[src/sv/vpd_pkg.sv]
`timescale 1ns / 1ps
// ----------------------------------------------------------------------------
// vpd_pkg
// Shared types, register codes and reset values of the bus presence detector.
// ----------------------------------------------------------------------------
package vpd_pkg;

   localparam int ADC_BITS_DEF    = 12;
   localparam int MAX_SAMPLES_DEF = 16;

   localparam int MIN_SAMPLES  = 3;
   localparam int BUS_MV_MAX   = 6000;
   localparam int SCALE_W      = 20;
   localparam int Q_FRAC       = 16;
   localparam int CSR_ADDR_W   = 5;
   localparam int CSR_DATA_W   = 32;
   localparam int RUN_W        = 8;

   localparam logic [12:0] ON_THR_RST  = 13'd3800;
   localparam logic [12:0] OFF_THR_RST = 13'd3200;
   localparam logic [7:0]  ON_CNT_RST  = 8'd3;
   localparam logic [7:0]  OFF_CNT_RST = 8'd3;
   localparam logic [4:0]  SPR_RST     = 5'd8;
   localparam logic [19:0] SCALE_RST   = 20'd134434;
   localparam logic [10:0] OFFSET_RST  = 11'd0;

   typedef enum logic [2:0] {
      REG_ON_THR,
      REG_OFF_THR,
      REG_ON_CNT,
      REG_OFF_CNT,
      REG_SPR,
      REG_SCALE,
      REG_OFFSET
   } reg_idx_type;

   typedef struct packed {
      logic [12:0]        on_threshold_mv;
      logic [12:0]        off_threshold_mv;
      logic [7:0]         on_count_needed;
      logic [7:0]         off_count_needed;
      logic [4:0]         samples_per_reading;
      logic [19:0]        scale_q16;
      logic signed [10:0] offset_mv;
   } cfg_type;

   typedef struct packed {
      logic busy;
      logic done;
   } div_stat_type;

endpackage

[src/sv/vpd_regs.sv]
`timescale 1ns / 1ps
// ----------------------------------------------------------------------------
// vpd_regs
// APB-style control register file holding thresholds, counts and calibration.
// ----------------------------------------------------------------------------
module vpd_regs (
   input  logic                                clock,
   input  logic                                reset,
   input  logic                                csr_psel,
   input  logic                                csr_penable,
   input  logic                                csr_pwrite,
   input  logic [vpd_pkg::CSR_ADDR_W-1:0]      csr_paddr,
   input  logic [vpd_pkg::CSR_DATA_W-1:0]      csr_pwdata,
   output logic [vpd_pkg::CSR_DATA_W-1:0]      csr_prdata,
   output logic                                csr_pready,
   output vpd_pkg::cfg_type                    cfg
);

   vpd_pkg::cfg_type     cfg_ff;
   vpd_pkg::reg_idx_type idx;
   logic                 wr_en;

   assign csr_pready = 1'b1;
   assign idx        = vpd_pkg::reg_idx_type'(csr_paddr[vpd_pkg::CSR_ADDR_W-1:2]);
   assign wr_en      = csr_psel && csr_penable && csr_pwrite;
   assign cfg        = cfg_ff;

   always_ff @(posedge clock) begin
      if (reset) begin
         cfg_ff.on_threshold_mv     <= vpd_pkg::ON_THR_RST;
         cfg_ff.off_threshold_mv    <= vpd_pkg::OFF_THR_RST;
         cfg_ff.on_count_needed     <= vpd_pkg::ON_CNT_RST;
         cfg_ff.off_count_needed    <= vpd_pkg::OFF_CNT_RST;
         cfg_ff.samples_per_reading <= vpd_pkg::SPR_RST;
         cfg_ff.scale_q16           <= vpd_pkg::SCALE_RST;
         cfg_ff.offset_mv           <= vpd_pkg::OFFSET_RST;
      end else if (wr_en) begin
         case (idx)
            vpd_pkg::REG_ON_THR:  cfg_ff.on_threshold_mv     <= csr_pwdata[12:0];
            vpd_pkg::REG_OFF_THR: cfg_ff.off_threshold_mv    <= csr_pwdata[12:0];
            vpd_pkg::REG_ON_CNT:  cfg_ff.on_count_needed     <= csr_pwdata[7:0];
            vpd_pkg::REG_OFF_CNT: cfg_ff.off_count_needed    <= csr_pwdata[7:0];
            vpd_pkg::REG_SPR:     cfg_ff.samples_per_reading <= csr_pwdata[4:0];
            vpd_pkg::REG_SCALE:   cfg_ff.scale_q16           <= csr_pwdata[19:0];
            vpd_pkg::REG_OFFSET:  cfg_ff.offset_mv           <= csr_pwdata[10:0];
            default: ;
         endcase
      end
   end

   always_comb begin
      case (idx)
         vpd_pkg::REG_ON_THR:  csr_prdata = 32'(cfg_ff.on_threshold_mv);
         vpd_pkg::REG_OFF_THR: csr_prdata = 32'(cfg_ff.off_threshold_mv);
         vpd_pkg::REG_ON_CNT:  csr_prdata = 32'(cfg_ff.on_count_needed);
         vpd_pkg::REG_OFF_CNT: csr_prdata = 32'(cfg_ff.off_count_needed);
         vpd_pkg::REG_SPR:     csr_prdata = 32'(cfg_ff.samples_per_reading);
         vpd_pkg::REG_SCALE:   csr_prdata = 32'(cfg_ff.scale_q16);
         vpd_pkg::REG_OFFSET:  csr_prdata = 32'(unsigned'(cfg_ff.offset_mv));
         default:              csr_prdata = '0;
      endcase
   end

endmodule

[src/sv/vpd_accum.sv]
`timescale 1ns / 1ps
// ----------------------------------------------------------------------------
// vpd_accum
// Group accumulator: running sum, minimum and maximum of one reading.
// ----------------------------------------------------------------------------
module vpd_accum #(
   parameter int ADC_BITS    = vpd_pkg::ADC_BITS_DEF,
   parameter int MAX_SAMPLES = vpd_pkg::MAX_SAMPLES_DEF,
   parameter int CW          = $clog2(MAX_SAMPLES + 1),
   parameter int SW          = ADC_BITS + CW
) (
   input  logic                clock,
   input  logic                reset,
   input  logic                sample_en,
   input  logic [ADC_BITS-1:0] sample,
   input  logic [4:0]          samples_per_reading,
   output logic                grp_done,
   output logic [SW-1:0]       numerator,
   output logic [CW-1:0]       divisor
);

   logic [CW-1:0]       count_ff, count_in, cnt_nx;
   logic [SW-1:0]       sum_ff, sum_in, base_sum;
   logic [ADC_BITS-1:0] min_ff, min_in, base_min;
   logic [ADC_BITS-1:0] max_ff, max_in, base_max;
   logic [CW-1:0]       divisor_ff, divisor_in;
   logic [7:0]          spr8, n8;
   logic                first;

   // effective group size, clamped to the supported range
   always_comb begin
      spr8 = 8'(samples_per_reading);
      if (spr8 < 8'(vpd_pkg::MIN_SAMPLES)) begin
         n8 = 8'(vpd_pkg::MIN_SAMPLES);
      end else if (spr8 > 8'(MAX_SAMPLES)) begin
         n8 = 8'(MAX_SAMPLES);
      end else begin
         n8 = spr8;
      end
   end

   always_comb begin
      first      = (count_ff == '0);
      base_sum   = first ? '0 : sum_ff;
      base_min   = first ? sample : min_ff;
      base_max   = first ? sample : max_ff;
      sum_in     = base_sum + SW'(sample);
      min_in     = (sample < base_min) ? sample : base_min;
      max_in     = (sample > base_max) ? sample : base_max;
      cnt_nx     = count_ff + CW'(1);
      divisor_in = cnt_nx - CW'(2);
      grp_done   = sample_en && (8'(cnt_nx) >= n8);
      if (!sample_en) begin
         count_in = count_ff;
      end else if (grp_done) begin
         count_in = '0;
      end else begin
         count_in = cnt_nx;
      end
   end

   assign numerator = sum_ff - SW'(min_ff) - SW'(max_ff);
   assign divisor   = divisor_ff;

   always_ff @(posedge clock) begin
      if (reset) begin
         count_ff <= '0;
      end else begin
         count_ff <= count_in;
      end
      if (sample_en) begin
         sum_ff     <= sum_in;
         min_ff     <= min_in;
         max_ff     <= max_in;
         divisor_ff <= divisor_in;
      end
   end

endmodule

[src/sv/vpd_div.sv]
`timescale 1ns / 1ps
// ----------------------------------------------------------------------------
// vpd_div
// Serial restoring divider, one quotient bit per cycle.
// ----------------------------------------------------------------------------
module vpd_div #(
   parameter int SW = vpd_pkg::ADC_BITS_DEF + 5,
   parameter int CW = 5
) (
   input  logic                  clock,
   input  logic                  reset,
   input  logic                  start,
   input  logic [SW-1:0]         dividend,
   input  logic [CW-1:0]         divisor,
   output vpd_pkg::div_stat_type stat,
   output logic [SW-1:0]         quotient
);

   localparam int KW = $clog2(SW + 1);

   logic [SW-1:0] q_ff, q_in;
   logic [CW-1:0] rem_ff, rem_in;
   logic [CW-1:0] d_ff;
   logic [KW-1:0] cnt_ff, cnt_in;
   logic          done_ff, done_in;
   logic [CW:0]   rem_sh;

   always_comb begin
      rem_sh  = {rem_ff, q_ff[SW-1]};
      q_in    = q_ff;
      rem_in  = rem_ff;
      cnt_in  = cnt_ff;
      done_in = 1'b0;
      if (start) begin
         q_in   = dividend;
         rem_in = '0;
         cnt_in = KW'(SW);
      end else if (cnt_ff != '0) begin
         if (rem_sh >= {1'b0, d_ff}) begin
            rem_in = CW'(rem_sh - {1'b0, d_ff});
            q_in   = {q_ff[SW-2:0], 1'b1};
         end else begin
            rem_in = rem_sh[CW-1:0];
            q_in   = {q_ff[SW-2:0], 1'b0};
         end
         cnt_in  = cnt_ff - KW'(1);
         done_in = (cnt_ff == KW'(1));
      end
   end

   always_ff @(posedge clock) begin
      if (reset) begin
         cnt_ff  <= '0;
         done_ff <= 1'b0;
      end else begin
         cnt_ff  <= cnt_in;
         done_ff <= done_in;
      end
      q_ff   <= q_in;
      rem_ff <= rem_in;
      if (start) begin
         d_ff <= divisor;
      end
   end

   assign stat.busy = (cnt_ff != '0);
   assign stat.done = done_ff;
   assign quotient  = q_ff;

endmodule

[src/sv/vbus_presence_detector_unit.sv]
`timescale 1ns / 1ps
// ----------------------------------------------------------------------------
// vbus_presence_detector_unit
// Trimmed-mean bus voltage estimator with hysteresis and debounced presence.
// ----------------------------------------------------------------------------
// The first sample after reset is dropped as warm-up. A sample that does not
// complete a reading is taken at once and the next can follow straight away.
// The sample that completes a reading holds off the input while the block
// steps through start, divide, multiply, scale and result states: the serial
// divider forms the trimmed mean one quotient bit per cycle, followed by the
// Q16 multiply, the offset and clamp, and the debounce update. A finished
// result waits in the output register until taken; the input channel stays
// open meanwhile, and only the next completed reading waits for that register
// to free up.
module vbus_presence_detector_unit #(
   parameter int ADC_BITS    = vpd_pkg::ADC_BITS_DEF,
   parameter int MAX_SAMPLES = vpd_pkg::MAX_SAMPLES_DEF
) (
   input  logic                           clock,
   input  logic                           reset,
   input  logic                           req_valid,
   output logic                           req_stall,
   input  logic [ADC_BITS-1:0]            req_sample,
   output logic                           rsp_valid,
   input  logic                           rsp_stall,
   output logic                           rsp_present,
   output logic [12:0]                    rsp_bus_mv,
   output logic [ADC_BITS-1:0]            rsp_mean_count,
   input  logic                           csr_psel,
   input  logic                           csr_penable,
   input  logic                           csr_pwrite,
   input  logic [vpd_pkg::CSR_ADDR_W-1:0] csr_paddr,
   input  logic [vpd_pkg::CSR_DATA_W-1:0] csr_pwdata,
   output logic [vpd_pkg::CSR_DATA_W-1:0] csr_prdata,
   output logic                           csr_pready
);

   localparam int CW = $clog2(MAX_SAMPLES + 1);
   localparam int SW = ADC_BITS + CW;
   localparam int PW = ADC_BITS + vpd_pkg::SCALE_W;
   localparam int MW = PW - vpd_pkg::Q_FRAC + 2;
   localparam int RW = vpd_pkg::RUN_W;

   typedef enum logic [2:0] {
      ST_IDLE,
      ST_START,
      ST_DIV,
      ST_MUL,
      ST_SCALE,
      ST_OUT
   } state_type;

   vpd_pkg::cfg_type      cfg;
   vpd_pkg::div_stat_type div_stat;

   state_type           state_ff, state_in;
   logic                warmed_ff, warmed_in;
   logic                present_ff, present_in;
   logic [RW-1:0]       high_run_ff, high_run_in, high_inc;
   logic [RW-1:0]       low_run_ff, low_run_in, low_inc;
   logic [ADC_BITS-1:0] mean_ff, mean_in;
   logic [PW-1:0]       prod_ff, prod_in;
   logic [12:0]         mv_ff, mv_in;
   logic                rsp_valid_ff, rsp_valid_in;
   logic                rsp_present_ff, rsp_present_in;
   logic [12:0]         rsp_bus_mv_ff, rsp_bus_mv_in;
   logic [ADC_BITS-1:0] rsp_mean_ff, rsp_mean_in;

   logic                accept, sample_en, grp_done, div_start, out_free;
   logic [SW-1:0]       numerator, quotient;
   logic [CW-1:0]       divisor;
   logic [PW-1:0]       rnd_sum;
   logic signed [10:0]  offset_s;
   logic signed [MW-1:0] mv_s;

   vpd_regs u_regs (
      .clock       (clock),
      .reset       (reset),
      .csr_psel    (csr_psel),
      .csr_penable (csr_penable),
      .csr_pwrite  (csr_pwrite),
      .csr_paddr   (csr_paddr),
      .csr_pwdata  (csr_pwdata),
      .csr_prdata  (csr_prdata),
      .csr_pready  (csr_pready),
      .cfg         (cfg)
   );

   vpd_accum #(
      .ADC_BITS    (ADC_BITS),
      .MAX_SAMPLES (MAX_SAMPLES),
      .CW          (CW),
      .SW          (SW)
   ) u_accum (
      .clock               (clock),
      .reset               (reset),
      .sample_en           (sample_en),
      .sample              (req_sample),
      .samples_per_reading (cfg.samples_per_reading),
      .grp_done            (grp_done),
      .numerator           (numerator),
      .divisor             (divisor)
   );

   vpd_div #(
      .SW (SW),
      .CW (CW)
   ) u_div (
      .clock    (clock),
      .reset    (reset),
      .start    (div_start),
      .dividend (numerator),
      .divisor  (divisor),
      .stat     (div_stat),
      .quotient (quotient)
   );

   assign req_stall = (state_ff != ST_IDLE);
   assign accept    = req_valid && !req_stall;
   assign sample_en = accept && warmed_ff;
   assign out_free  = !rsp_valid_ff || !rsp_stall;
   assign div_start = (state_ff == ST_START);

   // Q16 product rounded half up, offset applied in signed arithmetic
   assign offset_s = cfg.offset_mv;
   assign rnd_sum  = prod_ff + PW'(1 << (vpd_pkg::Q_FRAC - 1));
   assign mv_s     = signed'({2'b00, rnd_sum[PW-1:vpd_pkg::Q_FRAC]}) + MW'(offset_s);

   assign high_inc = (high_run_ff == '1) ? high_run_ff : high_run_ff + RW'(1);
   assign low_inc  = (low_run_ff == '1) ? low_run_ff : low_run_ff + RW'(1);

   always_comb begin
      state_in       = state_ff;
      warmed_in      = warmed_ff | accept;
      present_in     = present_ff;
      high_run_in    = high_run_ff;
      low_run_in     = low_run_ff;
      mean_in        = mean_ff;
      prod_in        = prod_ff;
      mv_in          = mv_ff;
      rsp_valid_in   = rsp_valid_ff && rsp_stall;
      rsp_present_in = rsp_present_ff;
      rsp_bus_mv_in  = rsp_bus_mv_ff;
      rsp_mean_in    = rsp_mean_ff;

      case (state_ff)
         ST_IDLE: begin
            if (sample_en && grp_done) begin
               state_in = ST_START;
            end
         end
         ST_START: begin
            state_in = ST_DIV;
         end
         ST_DIV: begin
            if (div_stat.done) begin
               mean_in  = quotient[ADC_BITS-1:0];
               state_in = ST_MUL;
            end
         end
         ST_MUL: begin
            prod_in  = PW'(mean_ff) * PW'(cfg.scale_q16);
            state_in = ST_SCALE;
         end
         ST_SCALE: begin
            if (mv_s[MW-1]) begin
               mv_in = '0;
            end else if (mv_s[MW-2:0] > (MW-1)'(vpd_pkg::BUS_MV_MAX)) begin
               mv_in = 13'(vpd_pkg::BUS_MV_MAX);
            end else begin
               mv_in = mv_s[12:0];
            end
            state_in = ST_OUT;
         end
         ST_OUT: begin
            if (out_free) begin
               if (!present_ff) begin
                  if (mv_ff >= cfg.on_threshold_mv) begin
                     high_run_in = high_inc;
                     if (high_inc >= cfg.on_count_needed) begin
                        present_in = 1'b1;
                        low_run_in = '0;
                     end
                  end else begin
                     high_run_in = '0;
                  end
               end else begin
                  if (mv_ff <= cfg.off_threshold_mv) begin
                     low_run_in = low_inc;
                     if (low_inc >= cfg.off_count_needed) begin
                        present_in  = 1'b0;
                        high_run_in = '0;
                     end
                  end else begin
                     low_run_in = '0;
                  end
               end
               rsp_valid_in   = 1'b1;
               rsp_present_in = present_in;
               rsp_bus_mv_in  = mv_ff;
               rsp_mean_in    = mean_ff;
               state_in       = ST_IDLE;
            end
         end
         default: begin
            state_in = ST_IDLE;
         end
      endcase
   end

   always_ff @(posedge clock) begin
      if (reset) begin
         state_ff     <= ST_IDLE;
         warmed_ff    <= 1'b0;
         present_ff   <= 1'b0;
         high_run_ff  <= '0;
         low_run_ff   <= '0;
         rsp_valid_ff <= 1'b0;
      end else begin
         state_ff     <= state_in;
         warmed_ff    <= warmed_in;
         present_ff   <= present_in;
         high_run_ff  <= high_run_in;
         low_run_ff   <= low_run_in;
         rsp_valid_ff <= rsp_valid_in;
      end
      mean_ff        <= mean_in;
      prod_ff        <= prod_in;
      mv_ff          <= mv_in;
      rsp_present_ff <= rsp_present_in;
      rsp_bus_mv_ff  <= rsp_bus_mv_in;
      rsp_mean_ff    <= rsp_mean_in;
   end

   assign rsp_valid      = rsp_valid_ff;
   assign rsp_present    = rsp_present_ff;
   assign rsp_bus_mv     = rsp_bus_mv_ff;
   assign rsp_mean_count = rsp_mean_ff;

   // a new transaction appears only out of the result state
   a_rsp_from_out: assert property (@(posedge clock) disable iff (reset)
      $rose(rsp_valid_ff) |-> $past(state_ff == ST_OUT))
      else $error("result raised outside result state");

   // the divider is quiet whenever samples are being taken
   a_div_idle: assert property (@(posedge clock) disable iff (reset)
      (state_ff == ST_IDLE) |-> !div_stat.busy)
      else $error("divider busy while accepting samples");

   // clamp keeps the estimate within the bus range
   a_mv_range: assert property (@(posedge clock) disable iff (reset)
      (state_ff == ST_OUT) |-> (mv_ff <= 13'(vpd_pkg::BUS_MV_MAX)))
      else $error("bus voltage estimate out of range");

   // presence only changes when a result is loaded
   a_present_step: assert property (@(posedge clock) disable iff (reset)
      (present_ff != $past(present_ff)) |-> $rose(rsp_valid_ff) || $past(rsp_valid_ff))
      else $error("presence changed without a result");

endmodule

[config.mk]
export PLATFORM = sky130hd
export DESIGN_NAME = vbus_presence_detector_unit
export DESIGN_NICKNAME = d
export VERILOG_FILES = /design/src/sv/vpd_pkg.sv /design/src/sv/vpd_regs.sv /design/src/sv/vpd_accum.sv /design/src/sv/vpd_div.sv /design/src/sv/vbus_presence_detector_unit.sv
export SDC_FILE = /design/constraint.sdc
export NUM_CORES = 1
export LEC_CHECK = 0
export CAP_MARGIN = 20
export CORE_UTILIZATION = 50
export DETAILED_ROUTE_END_ITERATION = 8
export DONT_BUFFER_PORTS = 1
export PLACE_DENSITY = 0.64
export REMOVE_ABC_BUFFERS = 1
export SETUP_SLACK_MARGIN = 0.1
export SLEW_MARGIN = 20
export SYNTH_ARGS = -nofsm -noshare
export SYNTH_HDL_FRONTEND = slang
export SYNTH_SLANG_ARGS = --single-unit
[constraint.sdc]
create_clock -name clock -period 10.9 [get_ports clock]
set_input_delay 0.545 -clock clock [delete_from_list [all_inputs] [get_ports clock]]
set_output_delay 0.545 -clock clock [all_outputs]
set_load 0.02 [all_outputs]
==> impl_metrics.csv <==
group,metric,value,unit
clock_tree,clk_pin_slew,60,ps
finish,fin_nets,2807,
synth,synth.distinct_cells,75,
timing,setup_viol,0,
critical_path,critical_path_class,"reg -> reg",
finish,final_common_cell,"nand2_1",
timing,rsz0062_at_grt,"no",
clock_tree,cts.sinks,252,
routing,drt_first_pass_iters,6,
timing,fin_setup_tns,0,ps
timing,maxClockFrequency,0.152,GHz
clock_tree,cts_setup_buffers,0,
synth,seq_area_frac_synth,29.1,%
run_status,status,"completed",
clock_tree,worstSkewPairLatency,590,ps
global_route,grt_pass1_wl,86.7,mm
hold_path,hold_class,"in -> reg",
floorplan,core,43300,sq um
timing,slew_violations,0,
power_and_ir_drop,powerDensity,114,nW/um^2
critical_path,startpoint_type,"flip-flop",
global_route,grt_max_degree,105,
critical_path,crit_buf_inv,3,
finish,layout_common_cells,"nand2_1, inv_1, fa_1, ha_1, a21oi_1",
critical_path,worstPathMaxFanout,21,
place,place_hpwl,39.0,mm
clock_tree,h-tree-depth,1,
global_route,grt_pass1_vias,17100,
floorplan,fp.dieArea,44900,sq um
floorplan,initial_core_util,50.9,%
synth,synth_edf_count,136,
timing,clock_skew,29.3,ps
place,gp_congestion,0.867,
synth,syn_area,22000,sq um
clock_tree,cts_buffers,29,
global_route,antenna_found_initial,0,
power_and_ir_drop,ir_worst_vdd,0.000124,V
critical_path,crit_top_cell,"fa_1",
critical_path,worstSetupEndpointType,"flip-flop",
clock_tree,cts-root-buf,"clkbuf_16",
timing,hold_violations,0,
critical_path,max_stage_delay,1150,ps
synth,synth_top_area_share,18.5,%
critical_path,worstPathRequired,11210,ps
finish,final_layout_size_suffix_gt1_share,3.90,%
clock_tree,max-clock-path-buffers,3,
critical_path,cp_data_arrival_time,6880,ps
run,drv_cap,0,
place,port_buffers,0,
routing,ant_nets,0,
timing,maxSlewHeadroom,19.4,%
critical_path,path_delay_family,"adder cells",
global_route,grt-ovfl-total,0,
timing,tightest_slew,1210,ps
routing,drc,0,
finish,stdcell_count,2971,
synth,synth-main-ff-cell,"edfxtp_1",
synth,synth-seq-cells,252,
synth,yosysTopAreaCell,"edfxtp_1",
floorplan,die_height,212,microns
routing,drt_iter0_markers,1039,
place,placedCellCount,2915,
global_route,track_usage,24.4,%
routing,vias,16500,
synth,async_flop_share,0,%
critical_path,cp_slowest_cell,"edfxtp_1",
power_and_ir_drop,leakage,10.3,nW
synth,synth.area.top_cells,"edfxtp_1, fa_1, ha_1, dfxtp_1, nand2_1",
critical_path,cp_cell_sequence,"nand2_1, fa_1, fa_1, fa_1, inv_1, fa_1, inv_1, fa_1, inv_1, ha_1, a211oi_1, o211ai_1, a41oi_1, o31ai_2, o2111ai_1, a31oi_1, a221oi_1, xnor2_1",
floorplan,die_width,212,microns
timing,finalCriticalPeriod,6570,ps
routing,drt-total-wl,52.6,mm
floorplan,ios,117,
synth,ys.warnings.count,0,
routing,via_per_inst,5.56,
finish,syn2layout_area_growth,6.36,%
floorplan,rows,76,
synth,syn_inst,2417,
routing,wire_per_inst,17.7,microns
timing,period_share,60.3,%
clock_tree,cts_tree,"built",
synth,synth_area_per_cell,9.12,sq um
finish,insertedDiodeCount,0,
==> power breakdown <==
group	leakage, nW	internal (mW)	switching, mW
Clock	0.456	0.570	0.408
Sequential	2.19	1.11	0.0448
Combinational	7.62	0.226	0.316
==> metal layers <==
layer	track usage, %	routed length [microns]
met5	0	0
met4	7.60	1280
met3	3.83	2940
met2	42.6	25900
met1	30.8	22500
==> worst reg2reg max path, cell delays in order, from the launching register on <==
cell	delay, ps
edfxtp_1	1150
nand2_1	230
fa_1	500
fa_1	510
fa_1	490
inv_1	50
fa_1	530
inv_1	60
fa_1	540
inv_1	40
ha_1	300
a211oi_1	240
o211ai_1	110
a41oi_1	460
o31ai_2	180
o2111ai_1	320
a31oi_1	160
a221oi_1	320
xnor2_1	110
==> cell families (layout without fill, tap and decap cells) <==
logic type,Yosys count,after routing,share of synthesized area [%]
adder cells (fa/ha/maj),388,388,28.6
AO/OA/AOI/OAI,413,413,11.8
multiplexers,53,53,2.77
AND/OR/NAND/NOR,761,761,16.1
other,2,13,0.0341
flip-flops,252,252,29.1
buffers and inverters,455,413,7.98
XOR/XNOR,93,93,3.70
==> cell type report <==
class | count | area (sq um)
flip-flops and latches | 252 | 6410
well taps | 585 | 732
clock buffers | 39 | 773
multi-input cells | 1721 | 13900
fillers | 3928 | 19800
clock inverters | 15 | 170
inverters | 342 | 1280
repair buffers | 17 | 138
==> worst paths after layout <==
check                          start        endpoint  slack [ps]  cells past startpoint
hold / removal                 reset  u_regs.cfg[38]          50                      1
hold reg to reg   u_accum.divisor[2]   u_div.d_ff[2]         430                      0
setup reg to reg          mean_ff[8]     prod_ff[31]        4330                     18
setup / recovery          mean_ff[8]     prod_ff[31]        4330                     18
==> per-stage QoR <==
| step | instance area [sq um] | hold slack [ps] | setup slack [ps] | power, mW | util, % |
|---|---|---|---|---|---|
| final | 23400 | 47.4 | 4330 | 2.67 | 54.2 |
| after global routing | 23400 | 1.02 | 3990 | 2.82 | 54.2 |
| after CTS | 23400 | 4.25 | 4380 | 2.70 | 54.1 |
| after detailed placement | 22500 | 415 | 4400 | 1.72 | 51.9 |
| after global placement | 22500 | 415 | 4490 | 1.70 | 51.9 |
| after floorplan | 21600 | 400 | 5460 | 1.59 | - |
==> timing repair <==
action                                  in CTS  in global routing
hold endpoints to repair                     7                  0
resized for setup                            0                  0
hold buffers                                 1                  0
endpoints found under the setup margin       0                  0
==> state kept, by name (all words and copies together) (netlist names), 3 cells and up <==
name / flops
high_run_ff: 8
low_run_ff: 8
mean_ff: 12
mv_ff: 13
prod_ff: 17
rsp_bus_mv: 13
rsp_mean_count: 12
state_ff: 3
u_accum.count_ff: 5
u_accum.divisor: 5
u_accum.max_ff: 12
u_accum.min_ff: 12
u_accum.sum_ff: 17
u_div.cnt_ff: 5
u_div.d_ff: 5
u_div.quotient: 17
u_div.rem_ff: 5
u_regs.cfg: 78
==> synthesized netlist by cell type (17+ instances only) <==
cell type  count
xnor2_1       58
and2_1        83
fa_1         194
inv_1        342
and3_1        17
dfxtp_1      116
xor2_1        35
a21oi_1      162
nor3_1        38
edfxtp_1     136
nand3_1       32
nand2b_1      17
ha_1         194
nand4_1       25
nand2_1      354
o21ai_0       69
a211o_1       19
a21o_1        34
clkbuf_1      93
mux2i_1       43
nor2_1       133
No activity file was read; power rests on OpenSTA's default activity.
